<file path="src/rtl/bmhq_pkg.sv">
// Shared types, constants and helpers for the binary max-heap priority queue.
// No dependencies; imported by every module of the block but bmhq_ram.
`default_nettype none

package bmhq_pkg;

  localparam int CAPACITY = 1024;
  localparam int ADDR_W   = $clog2(CAPACITY);
  localparam int COUNT_W  = $clog2(CAPACITY + 1);
  localparam int KEY_W    = 32;

  localparam logic CMD_PUSH = 1'b0;
  localparam logic CMD_POP  = 1'b1;

  typedef logic signed [KEY_W-1:0] key_t;
  typedef logic [COUNT_W-1:0]      pos_t;
  typedef logic [ADDR_W-1:0]       addr_t;

  typedef struct packed {
    logic cmd;
    key_t value;
  } in_t;

  typedef struct packed {
    key_t       top_value;
    pos_t       entry_count;
    logic       is_empty;
    logic       dropped;
  } out_t;

  // Engine to top level: end-of-operation status.
  typedef struct packed {
    logic done;
    logic dropped;
    pos_t count;
    key_t root;
  } sift_status_t;

  // Heap positions are 1-based; the store is 0-based.
  function automatic addr_t pos_to_addr(input pos_t p);
    pos_t d;
    d = p - COUNT_W'(1);
    return d[ADDR_W-1:0];
  endfunction

  function automatic logic key_gt(input key_t a, input key_t b);
    return a > b;
  endfunction

endpackage

`default_nettype wire

</file>
<file path="src/rtl/bmhq_sift.sv">
// Sift sequencer: one shared signed comparator stepped by a one-hot FSM,
// walking the heap in bmhq_ram for push (sift up) and pop (sift down). Uses bmhq_pkg.
`default_nettype none

module bmhq_sift (
  input  wire logic                  clk,
  input  wire logic                  rst_n,
  input  wire logic                  accept,
  input  wire bmhq_pkg::in_t         item,
  output logic                       busy,
  output bmhq_pkg::sift_status_t     status,
  output logic                       mem_we,
  output bmhq_pkg::addr_t            mem_waddr,
  output bmhq_pkg::key_t             mem_wdata,
  output bmhq_pkg::addr_t            mem_raddr,
  input  wire bmhq_pkg::key_t        mem_rdata
);
  import bmhq_pkg::*;

  typedef enum logic [8:0] {
    ST_IDLE     = 9'b000000001,
    ST_PUSH_RD  = 9'b000000010,
    ST_PUSH_CMP = 9'b000000100,
    ST_POP_LAST = 9'b000001000,
    ST_DN_RDL   = 9'b000010000,
    ST_DN_RDR   = 9'b000100000,
    ST_DN_CMP   = 9'b001000000,
    ST_DN_MOVE  = 9'b010000000,
    ST_DONE     = 9'b100000000
  } state_t;

  state_t state_r, state_nxt;
  pos_t   count_r, count_nxt;
  pos_t   pos_r, pos_nxt;
  pos_t   pick_r, pick_nxt;
  key_t   key_r, key_nxt;
  key_t   lval_r, lval_nxt;
  key_t   pval_r, pval_nxt;
  key_t   root_r, root_nxt;
  logic   dropped_r, dropped_nxt;

  logic               [COUNT_W:0] left_pos;
  logic               [COUNT_W:0] right_pos;
  logic                           left_out;
  logic                           right_out;
  pos_t                           parent_pos;
  pos_t                           wr_pos;
  key_t                           cmp_a;
  key_t                           cmp_b;
  logic                           cmp_gt;

  assign left_pos   = {pos_r, 1'b0};
  assign right_pos  = left_pos + (COUNT_W + 1)'(1);
  assign left_out   = left_pos > {1'b0, count_r};
  assign right_out  = right_pos > {1'b0, count_r};
  assign parent_pos = pos_r >> 1;

  // Shared comparator operand select.
  always_comb begin
    unique case (state_r)
      ST_DN_CMP:  begin cmp_a = lval_r; cmp_b = mem_rdata; end
      ST_DN_MOVE: begin cmp_a = pval_r; cmp_b = key_r;     end
      default:    begin cmp_a = key_r;  cmp_b = mem_rdata; end
    endcase
  end

  assign cmp_gt = key_gt(cmp_a, cmp_b);

  always_comb begin
    state_nxt   = state_r;
    count_nxt   = count_r;
    pos_nxt     = pos_r;
    pick_nxt    = pick_r;
    key_nxt     = key_r;
    lval_nxt    = lval_r;
    pval_nxt    = pval_r;
    dropped_nxt = dropped_r;
    mem_we      = 1'b0;
    wr_pos      = pos_r;
    mem_wdata   = key_r;
    mem_raddr   = pos_to_addr(parent_pos);

    unique case (state_r)
      ST_IDLE: begin
        mem_raddr = pos_to_addr(count_r);
        if (accept) begin
          dropped_nxt = 1'b0;
          if (item.cmd == CMD_PUSH) begin
            if (count_r == COUNT_W'(CAPACITY)) begin
              dropped_nxt = 1'b1;
              state_nxt   = ST_DONE;
            end else begin
              count_nxt = count_r + COUNT_W'(1);
              pos_nxt   = count_r + COUNT_W'(1);
              key_nxt   = item.value;
              state_nxt = ST_PUSH_RD;
            end
          end else begin
            if (count_r == '0) begin
              dropped_nxt = 1'b1;
              state_nxt   = ST_DONE;
            end else begin
              state_nxt = ST_POP_LAST;   // last entry read issued this cycle
            end
          end
        end
      end
      ST_PUSH_RD: begin
        if (pos_r == COUNT_W'(1)) begin
          mem_we    = 1'b1;
          state_nxt = ST_DONE;
        end else begin
          state_nxt = ST_PUSH_CMP;
        end
      end
      ST_PUSH_CMP: begin
        mem_we = 1'b1;
        if (cmp_gt) begin
          mem_wdata = mem_rdata;         // parent moves down
          pos_nxt   = parent_pos;
          state_nxt = ST_PUSH_RD;
        end else begin
          state_nxt = ST_DONE;
        end
      end
      ST_POP_LAST: begin
        key_nxt   = mem_rdata;
        count_nxt = count_r - COUNT_W'(1);
        pos_nxt   = COUNT_W'(1);
        state_nxt = (count_r == COUNT_W'(1)) ? ST_DONE : ST_DN_RDL;
      end
      ST_DN_RDL: begin
        mem_raddr = pos_to_addr(left_pos[COUNT_W-1:0]);
        if (left_out) begin
          mem_we    = 1'b1;
          state_nxt = ST_DONE;
        end else begin
          state_nxt = ST_DN_RDR;
        end
      end
      ST_DN_RDR: begin
        mem_raddr = pos_to_addr(right_pos[COUNT_W-1:0]);
        lval_nxt  = mem_rdata;
        if (right_out) begin
          pick_nxt  = left_pos[COUNT_W-1:0];
          pval_nxt  = mem_rdata;
          state_nxt = ST_DN_MOVE;
        end else begin
          state_nxt = ST_DN_CMP;
        end
      end
      ST_DN_CMP: begin
        // right child wins ties
        if (cmp_gt) begin
          pick_nxt = left_pos[COUNT_W-1:0];
          pval_nxt = lval_r;
        end else begin
          pick_nxt = right_pos[COUNT_W-1:0];
          pval_nxt = mem_rdata;
        end
        state_nxt = ST_DN_MOVE;
      end
      ST_DN_MOVE: begin
        mem_we = 1'b1;
        if (cmp_gt) begin
          mem_wdata = pval_r;            // child moves up
          pos_nxt   = pick_r;
          state_nxt = ST_DN_RDL;
        end else begin
          state_nxt = ST_DONE;
        end
      end
      ST_DONE: begin
        state_nxt = ST_IDLE;
      end
      default: begin
        state_nxt = ST_IDLE;
      end
    endcase
  end

  assign mem_waddr = pos_to_addr(wr_pos);
  // Root shadow tracks store position 1.
  assign root_nxt  = (mem_we && wr_pos == COUNT_W'(1)) ? mem_wdata : root_r;

  always_ff @(posedge clk) begin
    if (!rst_n) begin
      state_r   <= ST_IDLE;
      count_r   <= '0;
      dropped_r <= 1'b0;
    end else begin
      state_r   <= state_nxt;
      count_r   <= count_nxt;
      dropped_r <= dropped_nxt;
    end
  end

  always_ff @(posedge clk) begin
    pos_r  <= pos_nxt;
    pick_r <= pick_nxt;
    key_r  <= key_nxt;
    lval_r <= lval_nxt;
    pval_r <= pval_nxt;
    root_r <= root_nxt;
  end

  assign busy           = (state_r != ST_IDLE);
  assign status.done    = (state_r == ST_DONE);
  assign status.dropped = dropped_r;
  assign status.count   = count_r;
  assign status.root    = root_r;

endmodule

`default_nettype wire

</file>
<file path="config.mk">
export PLATFORM = sky130hd
export DESIGN_NAME = bmhq_sift
export DESIGN_NICKNAME = d
export VERILOG_FILES = /design/src/rtl/bmhq_pkg.sv /design/src/rtl/bmhq_sift.sv
export SDC_FILE = /design/constraint.sdc
export NUM_CORES = 1
export LEC_CHECK = 0
export BUFFER_PORTS_ARGS = -buffer_cell sky130_fd_sc_hd__buf_2
export CORE_MARGIN = 3
export CORE_UTILIZATION = 38
export CTS_BUF_LIST = sky130_fd_sc_hd__clkbuf_4 sky130_fd_sc_hd__clkbuf_8
export DETAILED_ROUTE_END_ITERATION = 8
export PLACE_DENSITY = 0.61
export SLEW_MARGIN = 10
export SYNTH_ARGS = -nofsm -noshare
export SYNTH_HDL_FRONTEND = slang
export SYNTH_SLANG_ARGS = --single-unit
</file>
<file path="constraint.sdc">
create_clock -name clk -period 6.2 [get_ports clk]
set_clock_uncertainty 0.15 [all_clocks]
set_input_delay 1.86 -clock clk [delete_from_list [all_inputs] [get_ports clk]]
set_output_delay 1.86 -clock clk [all_outputs]
set_load 0.01 [all_outputs]
</file>
==> run_results.csv <==
group,metric,value,unit
floorplan,start_util,39.3,%
cells_and_area,multiInputGateArea,5560,µm²
global_route,grt_pass1_wl,45.8,mm
synthesis,ys_warn_count,0,
synthesis,synthArstFlopShare,0,%
cts,clkLatencyLatePin,480,ps
cts,cts_buffers,17,
worst_setup_path,max_stage_delay,360,ps
cts,clock-sinks,171,
detailed_routing,drt-initial-drc-count,746,
power_and_ir_drop,power_density,274,nW/µm²
power_and_ir_drop,irDropWorstVdd,178,µV
floorplan,die_y,169,µm
cells_and_area,nFillCells,2256,
detailed_routing,drc_errors,0,
cts,cts_tree,"yes",
placement,place_inst,1434,
worst_setup_path,startpoint_type,"primary input",
worst_setup_path,worst_path_most_repeated_cell,"buf_6",
run,maxCapViolCount,0,
sta,max_slew_margin,20.9,%
global_route,grt_pass1_vias,8049,
placement,post_dp_cell_area,11600,µm²
hold_path,min_to,"dropped_r$_SDFFE_PN0P_",
detailed_routing,drtAntennaViolNets,0,
outcome,status,"finished with violations",
cells_and_area,area_growth,31.3,%
power_and_ir_drop,leakage,5.21,nW
cells_and_area,diodes,0,
cts,hold_buffers,0,
cts,clk_path_buf_depth,2,
sta,fin_crit_sh,100,%
detailed_routing,via_per_inst,5.63,
floorplan,dieArea,28500,µm²
sta,rsz0062_at_grt,"yes",
detailed_routing,wire_per_inst,21.1,µm
floorplan,num_rows,58,
worst_setup_path,worstSetupPathType,"in -> out",
synthesis,syn_area,10100,µm²
worst_setup_path,reg2reg_slack,1700,ps
cells_and_area,final_cell_mix,"nand2_1 (205), edfxtp_1 (150), buf_2 (130)",
worst_setup_path,reg2reg_depth,16,
cts,root_buffer,"clkbuf_8",
global_route,grt.overflow.total,0,
sta,final.min_clock_period,6210,ps
synthesis,synth_flop_cell,"edfxtp_1",
sta,setup_tns,-48.3,ps
sta,maxSlewViolCount,0,
placement,place_congestion,0.854,
synthesis,synth_seq_area_share,48.9,%
cts,path_clk_slew,90,ps
worst_setup_path,cp_num_buf_inv,4,
cells_and_area,final_common_cell,"nand2_1",
cells_and_area,fin_nets,1266,
worst_setup_path,crit_arrival,4200,ps
synthesis,synthesis.nets,1059,
cells_and_area,drive_gt1_share,32.1,%
global_route,grt_start_max_net_pins,45,
cells_and_area,final_util,51.7,%
sta,hold_ws,331,ps
detailed_routing,drt_wl_total,31.4,mm
hold_path,min_path_type,"reg -> reg",
detailed_routing,first_pass_iters,5,
sta,fin_ws,-11.6,ps
floorplan,boundaryPins,167,
synthesis,syn_inst,940,
sta,tightest_slew,1180,ps
cells_and_area,design_area,13200,µm²
placement,portBuffers,166,
power_and_ir_drop,power.total,3.63,mW
synthesis,synth_cell_type_count,68,
synthesis,ys_seq_elements,171,
hold_path,min_path_cells,2,
worst_setup_path,worst_path_max_delay_cell,"nor4_2",
detailed_routing,vias,8384,
worst_setup_path,cp_max_fo,6,
placement,hpwl,20.4,mm
cells_and_area,finalNonFillerCells,1490,
floorplan,die_x,169,µm
global_route,track_usage,20.6,%
worst_setup_path,cp_top_family,"simple AND/OR/NAND/NOR gates",
worst_setup_path,end_kind,"primary output",
sta,hold_viol,0,
worst_setup_path,critPathRequiredTime,4190,ps
worst_setup_path,crit_chain,"buf_6 -> mux2_4 -> ha_4 -> nand4_1 -> nor4_2 -> nand3_1 -> and4b_1 -> a21oi_4 -> buf_6 -> clkbuf_16 -> o2bb2ai_4 -> buf_6",
outcome,violations,"setup timing",
cts,htreeDepth,4,
floorplan,core,25600,µm²
cells_and_area,register_area,4930,µm²
synthesis,avgSynthCellArea,10.7,µm²
global_route,antenna_found_initial,0,
hold_path,hold_path_startpoint,"dropped_r$_SDFFE_PN0P_",
worst_setup_path,worstReg2RegStart,"state_r[4]$_SDFFE_PN0P_",
sta,setup_viol,7,
sta,max_freq,161,MHz
synthesis,synth_edf_count,150,
worst_setup_path,rr_endpoint,"pval_r[4]$_DFFE_PP_",
placement,pre_cts_ws,-126,ps
[routing by layer]
layer / vias up / GRT usage [%] / part of all wire, %
met5: - / 0 / 0
met4: 0 / 6.26 / 2.0
met3: 43 / 3.25 / 6.1
met2: 307 / 33.1 / 47
met1: 4097 / 28.8 / 44
li1: 3937 / - / -
[how the worst max path moves through the flow]
stage               slack (ps)            end           from  depth (start not counted)
floorplan                  320   mem_wdata[0]  mem_rdata[23]                         10
global placement          -130   mem_wdata[3]  mem_rdata[15]                         11
detailed placement        -130  mem_wdata[16]  mem_rdata[15]                         11
CTS                        -30  mem_wdata[20]   mem_rdata[0]                         12
global route              -170  mem_wdata[29]   mem_rdata[7]                         14
finish                     -10  mem_wdata[29]   mem_rdata[0]                         12
[sequential cells by signal, summed over array words and instances (netlist names)]
register	flops
key_r	32
lval_r	32
pval_r	32
root_r	32
count_r	11
pick_r	11
pos_r	11
state_r	9
dropped_r	1
[cell usage after synthesis (7+ instances only)]
library cell / n / share of area, %
and2_1: 10 / 0.62
nand2_1: 207 / 7.7
o2bb2ai_1: 32 / 2.8
a21oi_1: 29 / 1.4
dfxtp_1: 21 / 4.2
nor2b_1: 7 / 0.43
a22oi_1: 78 / 5.8
nand3_1: 14 / 0.70
mux2i_1: 33 / 3.3
o21ai_0: 27 / 1.3
nor2_1: 26 / 0.97
mux2_4: 30 / 4.5
buf_2: 8 / 0.40
ha_1: 51 / 6.3
and3_1: 10 / 0.62
nor3_1: 11 / 0.55
clkbuf_1: 43 / 1.6
xnor2_1: 35 / 3.0
edfxtp_1: 150 / 45
nand4_1: 10 / 0.62
inv_1: 17 / 0.63
xor2_1: 7 / 0.61
[report_power, final]
| part | leakage [nW] | internal [mW] | total [mW] | switching, mW |
|---|---|---|---|---|
| logic | 3.47 | 0.584 | 1.33 | 0.743 |
| registers | 1.53 | 1.36 | 1.48 | 0.122 |
| clock network | 0.202 | 0.372 | 0.828 | 0.456 |
[layout make-up]
cell class	count	share of cell area (%)
clock buffer	18	1.82
clock inverter	14	1.19
inverter	18	0.510
multi-input combinational	695	42.0
sequential	171	37.2
tap	330	3.12
timing repair buffer	244	14.2
[repair_timing]
action / 4_1_cts / 5_1_grt
buffers inserted: 6 / 14
pin swaps: 6 / 18
gates cloned: 1 / 3
endpoints found under the setup margin: 32 / 32
resized for setup: 51 / 93
[logic make-up (layout without fill, tap and decap cells)]
| kind of cell | count (synthesis) | after routing | share of synthesized area [%] |
|---|---|---|---|
| flops | 171 | 171 | 48.9 |
| compound gates | 207 | 207 | 14.8 |
| simple gates | 329 | 329 | 15.2 |
| mux | 66 | 66 | 8.08 |
| xor+xnor | 42 | 42 | 3.65 |
| fa+ha+maj | 51 | 51 | 6.33 |
| buf+inv | 74 | 294 | 3.12 |
[worst reg2reg max path, stage by stage, from the launching register on]
cell and delay (ps):
dfxtp_1 390, nor3_1 280, and4b_4 380, nor2_2 80, buf_12 170, nand2_1 120
nand2_1 70, ha_1 330, nand2_1 70, o21ai_2 190, a221oi_2 80, buf_4 140
or3_1 350, o2111ai_2 130, buf_4 210, nand3_4 570, mux2_4 540
Note: power is estimated with default switching activity, not from simulation.
